===== src/cigar_interval_walker_assert.svh =====
// ----------------------------------------------------------------------------
// CIGAR interval walker assertion macros
// Shared property wrappers; each expands to one labeled concurrent assertion
// clocked on clk and disabled while rst_n is low.
// ----------------------------------------------------------------------------
`ifndef CIGAR_INTERVAL_WALKER_ASSERT_SVH
`define CIGAR_INTERVAL_WALKER_ASSERT_SVH

// Check cons in the same cycle that ante holds.
`define CIGW_ASSERT_NOW(label, ante, cons, msg) \
    label: assert property (@(posedge clk) disable iff (!rst_n) (ante) |-> (cons)) \
        else $error(msg);

// Check cons in the cycle after ante holds.
`define CIGW_ASSERT_NEXT(label, ante, cons, msg) \
    label: assert property (@(posedge clk) disable iff (!rst_n) (ante) |=> (cons)) \
        else $error(msg);

`endif


===== src/cigw_pkg.sv =====
// ----------------------------------------------------------------------------
// CIGAR interval walker package
// Operation and interval codes, position limit and the transaction structs.
// ----------------------------------------------------------------------------
package cigw_pkg;

    localparam int unsigned POS_W = 31;
    localparam int unsigned LEN_W = 28;
    localparam int unsigned OP_W  = 4;
    localparam int unsigned KIND_W = 3;

    localparam logic [POS_W-1:0] POS_MAX = {POS_W{1'b1}};

    // SAM operation codes
    localparam logic [OP_W-1:0] OP_M  = 4'd0;
    localparam logic [OP_W-1:0] OP_I  = 4'd1;
    localparam logic [OP_W-1:0] OP_D  = 4'd2;
    localparam logic [OP_W-1:0] OP_N  = 4'd3;
    localparam logic [OP_W-1:0] OP_S  = 4'd4;
    localparam logic [OP_W-1:0] OP_H  = 4'd5;
    localparam logic [OP_W-1:0] OP_P  = 4'd6;
    localparam logic [OP_W-1:0] OP_EQ = 4'd7;
    localparam logic [OP_W-1:0] OP_X  = 4'd8;

    // Interval kinds
    localparam logic [KIND_W-1:0] KIND_NONE   = 3'd0;
    localparam logic [KIND_W-1:0] KIND_MATCH  = 3'd1;
    localparam logic [KIND_W-1:0] KIND_SPLICE = 3'd2;
    localparam logic [KIND_W-1:0] KIND_INS    = 3'd3;
    localparam logic [KIND_W-1:0] KIND_DEL    = 3'd4;
    localparam logic [KIND_W-1:0] KIND_LCLIP  = 3'd5;
    localparam logic [KIND_W-1:0] KIND_RCLIP  = 3'd6;
    localparam logic [KIND_W-1:0] KIND_ERROR  = 3'd7;

    typedef struct packed {
        logic [OP_W-1:0]  op_code;
        logic [LEN_W-1:0] op_length;
        logic             is_first;
        logic             is_last;
        logic [POS_W-1:0] align_start;
    } cigw_item_t;

    typedef struct packed {
        logic [KIND_W-1:0]  interval_kind;
        logic signed [31:0] span_start;
        logic [POS_W-1:0]   span_end;
        logic [POS_W-1:0]   reference_end;
        logic [POS_W-1:0]   query_length;
        logic               read_done;
        logic               overflow;
    } cigw_result_t;

endpackage


===== src/cigw_step.sv =====
// ----------------------------------------------------------------------------
// CIGAR interval walker step logic
// Advances both cursors by one operation and forms its interval, all
// saturating sums computed side by side from the cursor before the operation.
// ----------------------------------------------------------------------------
module cigw_step
    import cigw_pkg::*;
(
    input  cigw_item_t       item,
    input  logic [POS_W-1:0] ref_cursor,
    input  logic [POS_W-1:0] query_cursor,
    output cigw_result_t     result,
    output logic [POS_W-1:0] ref_next,
    output logic [POS_W-1:0] query_next
);

    logic [POS_W-1:0] base;
    logic [POS_W-1:0] qbase;
    logic [POS_W:0]   ref_sum;
    logic [POS_W:0]   qry_sum;
    logic             ref_sat;
    logic             qry_sat;
    logic [POS_W-1:0] ref_sat_val;
    logic [POS_W-1:0] qry_sat_val;
    logic             adv_ref;
    logic             adv_qry;
    logic [POS_W-1:0] back_span;
    logic [POS_W-1:0] ins_end;
    logic [31:0]      ins_start;
    logic [31:0]      clip_diff;
    logic [31:0]      clip_start;
    logic             base_max;

    always_comb
    begin
        base  = item.is_first ? item.align_start : ref_cursor;
        qbase = item.is_first ? '0 : query_cursor;

        adv_ref = (item.op_code == OP_M) || (item.op_code == OP_D) ||
                  (item.op_code == OP_N) || (item.op_code == OP_EQ) ||
                  (item.op_code == OP_X);
        adv_qry = (item.op_code == OP_M) || (item.op_code == OP_I) ||
                  (item.op_code == OP_S) || (item.op_code == OP_EQ) ||
                  (item.op_code == OP_X);

        ref_sum     = {1'b0, base} + {{(POS_W+1-LEN_W){1'b0}}, item.op_length};
        qry_sum     = {1'b0, qbase} + {{(POS_W+1-LEN_W){1'b0}}, item.op_length};
        ref_sat     = ref_sum[POS_W];
        qry_sat     = qry_sum[POS_W];
        ref_sat_val = ref_sat ? POS_MAX : ref_sum[POS_W-1:0];
        qry_sat_val = qry_sat ? POS_MAX : qry_sum[POS_W-1:0];

        ref_next   = adv_ref ? ref_sat_val : base;
        query_next = adv_qry ? qry_sat_val : qbase;

        // Start of a span ending at the advanced cursor: the old cursor,
        // unless the advance saturated.
        back_span = ref_sat ? (POS_MAX - {{(POS_W-LEN_W){1'b0}}, item.op_length}) : base;

        base_max  = (base == POS_MAX);
        ins_end   = base_max ? POS_MAX : (base + {{(POS_W-1){1'b0}}, 1'b1});
        ins_start = {1'b0, base} - 32'd1;
        clip_diff = {1'b0, base} - {{(32-LEN_W){1'b0}}, item.op_length};
        clip_start = clip_diff[31] ? 32'd0 : clip_diff;

        result.interval_kind = KIND_NONE;
        result.span_start    = '0;
        result.span_end      = '0;
        result.reference_end = ref_next;
        result.query_length  = query_next;
        result.read_done     = item.is_last;
        result.overflow      = (adv_ref && ref_sat) || (adv_qry && qry_sat);

        case (item.op_code) inside
            OP_M, OP_EQ, OP_X:
            begin
                result.interval_kind = KIND_MATCH;
                result.span_start    = {1'b0, back_span};
                result.span_end      = ref_next;
            end
            OP_N:
            begin
                if (!item.is_first && !item.is_last)
                begin
                    result.interval_kind = KIND_SPLICE;
                    result.span_start    = {1'b0, back_span};
                    result.span_end      = ref_next;
                end
            end
            OP_I:
            begin
                result.interval_kind = KIND_INS;
                result.span_start    = ins_start;
                result.span_end      = ins_end;
                result.overflow      = result.overflow || base_max;
            end
            OP_D:
            begin
                result.interval_kind = KIND_DEL;
                result.span_start    = {1'b0, back_span};
                result.span_end      = ref_next;
            end
            OP_S:
            begin
                if (item.is_first)
                begin
                    result.interval_kind = KIND_LCLIP;
                    result.span_start    = clip_start;
                    result.span_end      = base;
                end
                else if (item.is_last)
                begin
                    result.interval_kind = KIND_RCLIP;
                    result.span_start    = {1'b0, base};
                    result.span_end      = ref_sat_val;
                    result.overflow      = result.overflow || ref_sat;
                end
                else
                begin
                    result.interval_kind = KIND_ERROR;
                end
            end
            OP_H:
            begin
                result.interval_kind = KIND_ERROR;
            end
            default:
            begin
                result.interval_kind = KIND_NONE;
            end
        endcase
    end

endmodule


===== src/cigar_interval_walker.sv =====
// ----------------------------------------------------------------------------
// CIGAR interval walker
// Walks the CIGAR operations of aligned reads and reports one interval each.
// ----------------------------------------------------------------------------
// Feed one CIGAR operation per transaction, the first of each read flagged
// with is_first and carrying align_start, the last flagged with is_last. The
// block answers every operation with exactly one result transaction, in order:
// the interval kind and span, the reference cursor and query length after the
// operation, and read_done on the last one. Throughput is one operation per
// cycle while result_stall stays low. result_valid rises once the operation
// has passed the input register and then, through the step logic and cursor
// update, the result register, which holds it while result_stall is high.
// The cursor loop closes through one 32-bit saturating add, which is what
// sets the rate. An operation without is_first continues from the cursors
// the previous operation left behind, including right after reset, where
// both cursors are zero. Positions saturate at 2^31-1 and raise overflow on
// that result.
module cigar_interval_walker
    import cigw_pkg::*;
(
    input  logic                     clk,
    input  logic                     rst_n,

    // Operation channel
    input  logic                     item_valid,
    output logic                     item_stall,
    input  logic [OP_W-1:0]          op_code,
    input  logic [LEN_W-1:0]         op_length,
    input  logic                     is_first,
    input  logic                     is_last,
    input  logic [POS_W-1:0]         align_start,

    // Interval channel
    output logic                     result_valid,
    input  logic                     result_stall,
    output logic [KIND_W-1:0]        interval_kind,
    output logic signed [31:0]       span_start,
    output logic [POS_W-1:0]         span_end,
    output logic [POS_W-1:0]         reference_end,
    output logic [POS_W-1:0]         query_length,
    output logic                     read_done,
    output logic                     overflow
);

`include "cigar_interval_walker_assert.svh"

    // Input stage
    logic         in_valid_reg;
    cigw_item_t   in_item_reg;

    // Result stage
    logic         out_valid_reg;
    cigw_result_t out_result_reg;

    // Running cursors, updated as an operation leaves the input stage
    logic [POS_W-1:0] ref_cursor_reg;
    logic [POS_W-1:0] query_cursor_reg;

    cigw_result_t     step_result;
    logic [POS_W-1:0] ref_cursor_next;
    logic [POS_W-1:0] query_cursor_next;

    logic         out_load;
    logic         in_load;
    logic         step_fire;

    // The result register takes a new value whenever it is empty or its
    // current transaction is being taken; the input stage then drains into it.
    assign out_load  = !out_valid_reg || !result_stall;
    assign step_fire = in_valid_reg && out_load;

    // Hold the input only while a stalled operation still sits in the input
    // stage; otherwise keep taking a new operation every cycle.
    assign item_stall = in_valid_reg && !out_load;
    assign in_load    = item_valid && !item_stall;

    cigw_step u_step (
        .item         (in_item_reg),
        .ref_cursor   (ref_cursor_reg),
        .query_cursor (query_cursor_reg),
        .result       (step_result),
        .ref_next     (ref_cursor_next),
        .query_next   (query_cursor_next)
    );

    // Control state
    always_ff @(posedge clk or negedge rst_n)
    begin
        if (!rst_n)
        begin
            in_valid_reg     <= 1'b0;
            out_valid_reg    <= 1'b0;
            ref_cursor_reg   <= '0;
            query_cursor_reg <= '0;
        end
        else
        begin
            if (!item_stall)
            begin
                in_valid_reg <= item_valid;
            end
            if (out_load)
            begin
                out_valid_reg <= in_valid_reg;
            end
            // Advance the cursors only when an operation actually moves on.
            if (step_fire)
            begin
                ref_cursor_reg   <= ref_cursor_next;
                query_cursor_reg <= query_cursor_next;
            end
        end
    end

    // Payload registers
    always_ff @(posedge clk)
    begin
        if (in_load)
        begin
            in_item_reg.op_code     <= op_code;
            in_item_reg.op_length   <= op_length;
            in_item_reg.is_first    <= is_first;
            in_item_reg.is_last     <= is_last;
            in_item_reg.align_start <= align_start;
        end
        if (step_fire)
        begin
            out_result_reg <= step_result;
        end
    end

    assign result_valid  = out_valid_reg;
    assign interval_kind = out_result_reg.interval_kind;
    assign span_start    = out_result_reg.span_start;
    assign span_end      = out_result_reg.span_end;
    assign reference_end = out_result_reg.reference_end;
    assign query_length  = out_result_reg.query_length;
    assign read_done     = out_result_reg.read_done;
    assign overflow      = out_result_reg.overflow;

    // Assertions
    `CIGW_ASSERT_NOW(a_stall_only_when_full, item_stall, in_valid_reg, "input stalled while empty")

    `CIGW_ASSERT_NEXT(a_cursor_tracks_result, step_fire,
        ref_cursor_reg == reference_end && query_cursor_reg == query_length,
        "cursor does not match delivered result")

    `CIGW_ASSERT_NOW(a_unused_span_zero,
        out_valid_reg && (interval_kind == KIND_NONE || interval_kind == KIND_ERROR),
        span_start == 32'sd0 && span_end == '0,
        "unused span not cleared")

    `CIGW_ASSERT_NOW(a_overflow_saturated, out_valid_reg && overflow,
        reference_end == POS_MAX || query_length == POS_MAX || span_end == POS_MAX,
        "overflow without a saturated value")

    `CIGW_ASSERT_NOW(a_match_ends_at_cursor, out_valid_reg && interval_kind == KIND_MATCH,
        span_end == reference_end,
        "match span does not end at reference cursor")

endmodule

===== config.mk =====
export PLATFORM = sky130hd
export DESIGN_NAME = cigar_interval_walker
export DESIGN_NICKNAME = d
export VERILOG_FILES = /design/src/cigw_pkg.sv /design/src/cigw_step.sv /design/src/cigar_interval_walker.sv
export VERILOG_INCLUDE_DIRS = /design/src /design/src/src
export SDC_FILE = /design/constraint.sdc
export NUM_CORES = 1
export LEC_CHECK = 0
export ABC_AREA = 0
export BUFFER_PORTS_ARGS = -buffer_cell sky130_fd_sc_hd__buf_2
export CORE_UTILIZATION = 60
export DETAILED_ROUTE_END_ITERATION = 6
export PLACE_DENSITY = 0.82
export SLEW_MARGIN = 20
export SYNTH_ARGS = -nofsm -noshare
export SYNTH_HDL_FRONTEND = slang
export SYNTH_SLANG_ARGS = --single-unit
export TNS_END_PERCENT = 30

===== constraint.sdc =====
create_clock -name clk -period 7.53 [get_ports clk]
set_input_delay 0.753 -clock clk [delete_from_list [all_inputs] [get_ports clk]]
set_output_delay 0.753 -clock clk [all_outputs]
set_load 0.005 [all_outputs]

Word-level counts from Yosys, hierarchy flattened:

Index checks and enable logic that the tools add are counted.
W data, S select, Z words.

* bits of input ports: 69
* word-level logic and storage cells: 87
* output and inout port bits: 132
* register bits: 259

* $add $sub $neg: 6
* reduce and logical (&&, ||, !) cells: 26
* muxes and demuxes: 30
* eq/ne operators: 8

Operators by type and width (count)
* $mux W31: 9
* $mux W63: 4
* $mux W62: 2
* $mux W66: 1
* $mux W65: 1
* $add A31 B28 Y32: 2
* $sub A31 B1 Y32 const B: 1
* $sub A31 B28 Y32: 1
* $add A31 B1 Y31 const B: 1
* $eq A31 B31 Y1 const B: 1
* $sub A1 B29 Y30 const A: 1
* $mux W3: 5
* $eq A4 B3 Y1 const B: 3
* $logic_or A1 B1 Y1: 12
* $eq A4 B2 Y1 const B: 2
* $mux W1: 8
* $logic_and A1 B1 Y1: 6
* $logic_not A1 Y1: 6
* $eq A4 B1 Y1 const B: 1
* $eq A4 B4 Y1 const B: 1
* $logic_not A4 Y1: 1
* $reduce_or A3 Y1: 1

Longest topological paths before layout:

* depth in word-level cells: 15
* gate-level depth with buffers: 21
* gate-level depth less buffers: 13

Cells and area by module:

From an unflattened synthesis, not the netlist that was laid out.

* cells, all modules: 1837
* area total of the unflattened synthesis: 18400.1 um^2

Modules (own cells, without submodules)
* cigw_step: seq. area each 0.0 um^2, times used 1, area each 9841.9 um^2, cells each 1503
* cigar_interval_walker: seq. area each 7457.2 um^2, times used 1, area each 8558.2 um^2, cells each 334

Worst setup path before layout:

No wires, ideal clock.

* kind: in2reg
* start point: input port result_stall
* end point: register query_cursor_reg[26]
* setup time: 0.126 ns
* path slack: 1.670 ns
* required time: 7.404 ns
* stages on the path: 7
* data arrival time: 5.734 ns
* buffers on the path: 2
* path through: nand2_1 nand2_1 clkinv_1 clkbuf_1 clkbuf_1 o21ai_0 o2bb2ai_1

* cells in the longest elaborated chain, start to end: 3

RTL lines
* start: declaration: line cigar_interval_walker.sv:35 `input logic result_stall,`
* $logic_not A1 Y1: line cigar_interval_walker.sv:69 `assign out_load = !out_valid_reg || !result_stall;`
* $logic_or A1 B1 Y1: line cigar_interval_walker.sv:69
* $logic_and A1 B1 Y1: line cigar_interval_walker.sv:70 `assign step_fire = in_valid_reg && out_load;`
* named net step_fire: line cigar_interval_walker.sv:65 `logic step_fire;`
* end signal: assignment: line cigar_interval_walker.sv:110 `query_cursor_reg <= query_cursor_next;`
* end: declaration: line cigar_interval_walker.sv:57 `logic [POS_W-1:0] query_cursor_reg;`

The timed path passes the listed nets, and every way through them passes these cells.
A chain may end at the register's enable or synchronous reset.

==> summary.md <==
| Metric | Value |
|---|---|
| Status | `complete, but fails checks` |
| Failing checks | `design-rule violations` |
| Final min period | `approximately 5.7 ns` |
| Largest area contributor in the netlist | `edfxtp_1` |
| Crit path from | `in_item_reg[32]` |
| Hold buffer count at cts | `0` |
| DP Area | `18,800 µm²` |
| PortBufs | `200` |
| Setup slack at placement | `just over 2 ns` |
| HP Start | `align_start[3]` |
| Grt total ovfl | `0` |
| Storage cell area | `~7500 µm²` |
| Vias | `~15,000` |
| CTS sink count | `around 260` |
| Tcrit/Tclk final | `around three quarters` |
| Post-synth top area share | `33.4%` |
| Tightest Pin Transition | `1.10 ns` |
| Post-synth top cells | `edfxtp_1, a21oi_1, nor2_1, nand2_1, o21ai_0` |
| TritonCTS Buffers | `28` |
| CTS tree | `done` |
| First-pass DRT Iterations | `7` |
| Syn Inst Count | `~1,800` |
| # nets final | `between 2,000 and 2,500` |
| Main area contributors after synthesis | `edfxtp_1, dfrtp_1, ha_1` |
| Pwr/cell area | `between 200 and 300 nW/µm²` |
| GRT Total Usage | `around a third` |
| Critical Path Start Type | `register` |
| Count leader, synth | `edfxtp_1` |
| Yosys warnings | `0` |
| Clk slew on worst S/H paths | `about 0.060 ns` |
| Max Cap Violations | `0` |
| Vias in the first global route | `approximately 15,000` |
| Largest net degree at the start of global routing | `just under 90` |
| Die Span Y | `173 µm` |
| Area of the multi-input gates | `9290 µm²` |
| Syn Nets | `~2,000` |
| Asr flop ratio synth | `24.7%` |
| Final WS setup | `around 1.9 ns` |
| Final WL | `approximately 53 mm` |
| Skew-Pair Late Insertion Delay | `roughly 0.57 ns` |
| Mean Syn Cell Area | `9.71 µm²` |
| WP data required | `a little under 8 ns` |
| H-tree depth | `1` |
| RSZ-0062 raised after global routing | `no` |
| Max clock buf depth | `3` |
| Setup violations, final | `0` |
| Total Neg Setup Slack | `0 ns` |
| HPWL after DPL | `37.8 mm` |
| Gpl congestion | `1.04` |
| Dominant synthesized flop cell | `edfxtp_1` |
| Part of the Yosys area used for sequential elements | `42.6%` |
| WHS | `~0.37 ns` |
| DRC viols | `5` |
| Post-Syn Area | `about 18,000 µm²` |
| Peak Freq | `176 MHz` |
| Clock root buffer | `clkbuf_16` |
| CP Data Arrival Time | `roughly 6 ns` |
| Hold/Removal Path Class | `input pin to register` |
| Final Hold Viols | `0` |
| Fin util | `~69%` |
| Post-layout instance area | `just under 20,000 µm²` |
| Peak VDD IR | `0.000208 V` |
| Resize count post-CTS | `0` |
| Initial antenna violation count | `0` |
| Drt wl/cell | `about 23 µm` |
| Max reg flops | `65` |
| Share of cells above drive strength 1 | `between 10% and 20%` |
| Initial DRC count | `around 1,800` |
| Via density | `around 6.5` |
| CP endpoint kind | `register` |
| Starting Density | `roughly three fifths` |
| # diodes | `0` |
| Post-synth EDFFs | `slightly below 200` |
| Leakage power | `between 8 and 9 nW` |
| #FFs+latches synth | `259` |
| Crit path kind | `register to register` |
| I/O pin total | `201` |
| Clock skew | `between 0.02 and 0.03 ns` |
| # rows | `between 60 and 70` |
| Yosys cell types | `96` |
| Area Overhead vs Synth | `12.3%` |
| Filler instances | `2,240` |
| Final Slew Violations | `0` |
| Die X | `between 150 and 200 µm` |
| Worst slew margin | `roughly a quarter` |
| Die ar. | `~30,000 µm²` |
| Setup Fix Bufs, Post-CTS | `0` |
| Antenna viol nets, final | `0` |
| Total core area | `around 29,000 µm²` |
| First-pass GRT wire length | `82.8 mm` |
| CP max FO | `40` |
| R2r startpoint | `in_item_reg[32]` |
## cell type report
type                    count  area share [%]
multi-input cells        1356            47.2
flip-flops and latches    259            37.9
repair buffers            220            5.87
clock buffers              45            4.14
well taps                 384            2.44
inverters                  98            1.90
clock inverters             7           0.496
## cells by family (layout without fill, tap and decap cells)
family	after synthesis	in the layout	share of synthesized area (%)
AND/OR/NAND/NOR	527	527	14.9
multiplexers	86	86	5.28
adder cells (fa/ha/maj)	95	95	6.90
flip-flops	259	259	42.6
AO/OA/AOI/OAI	532	532	19.8
buffers and inverters	190	370	4.73
XOR/XNOR	116	116	5.80
## routing by layer
layer	part of all wire (%)	global-route usage, %
met5	0	0
met4	3.9	13.2
met3	11	8.36
met2	44	54.3
met1	41	48.7
## final timing paths
check / to / slack (ns) / depth (start not counted)
hold reg to reg: query_cursor_reg[22] / 0.47 / 2
setup / recovery: span_end[20] / 1.86 / 13
min in group asynchronous: in_valid_reg / 0.41 / 2
hold / removal: in_item_reg[3] / 0.37 / 1
max in group asynchronous: ref_cursor_reg[20] / 6.38 / 2
setup reg to reg: span_end[20] / 1.86 / 13
## metrics by stage
stage | total power [mW] | instances
floorplan | 3.78 | 1805
global placement | 4.41 | 2316
detailed placement | 4.46 | 2317
CTS | 5.83 | 2369
global route | 6.19 | 2369
finish | 5.89 | 2369
## critical path, cell delays in order, from the launching register on
cell	delay, ns
edfxtp_1	0.56
buf_4	0.50
mux2i_1	0.44
clkinv_1	0.33
ha_1	0.50
or3_1	0.47
nor3_1	0.26
nand4_1	0.31
a21oi_1	0.47
o31a_2	0.68
buf_4	0.51
a21o_1	0.16
o21ai_0	0.12
o21ai_0	0.19
## cells in the final DEF (no fill, tap or decap), drive strengths merged, types with 17 or more instances in the layout
| cell | n |
|---|---|
| mux2i | 41 |
| inv | 95 |
| nand3 | 40 |
| and3 | 17 |
| nor2 | 156 |
| a21oi | 178 |
| o21ai | 124 |
| edfxtp | 195 |
| nor2b | 42 |
| mux2 | 45 |
| nor3 | 49 |
| nand2 | 124 |
| clkbuf | 45 |
| a21o | 26 |
| nor4 | 17 |
| dfrtp | 64 |
| nand2b | 21 |
| a222oi | 24 |
| buf | 220 |
| ha | 91 |
| xnor2 | 100 |
## report_power, final
group / switching, mW / internal, mW / leakage (nW)
Combinational: 1.50 / 0.953 / 5.01
Clock: 0.566 / 0.806 / 0.440
Sequential: 0.186 / 1.88 / 2.67
Note: power is estimated with default switching activity, not from simulation.
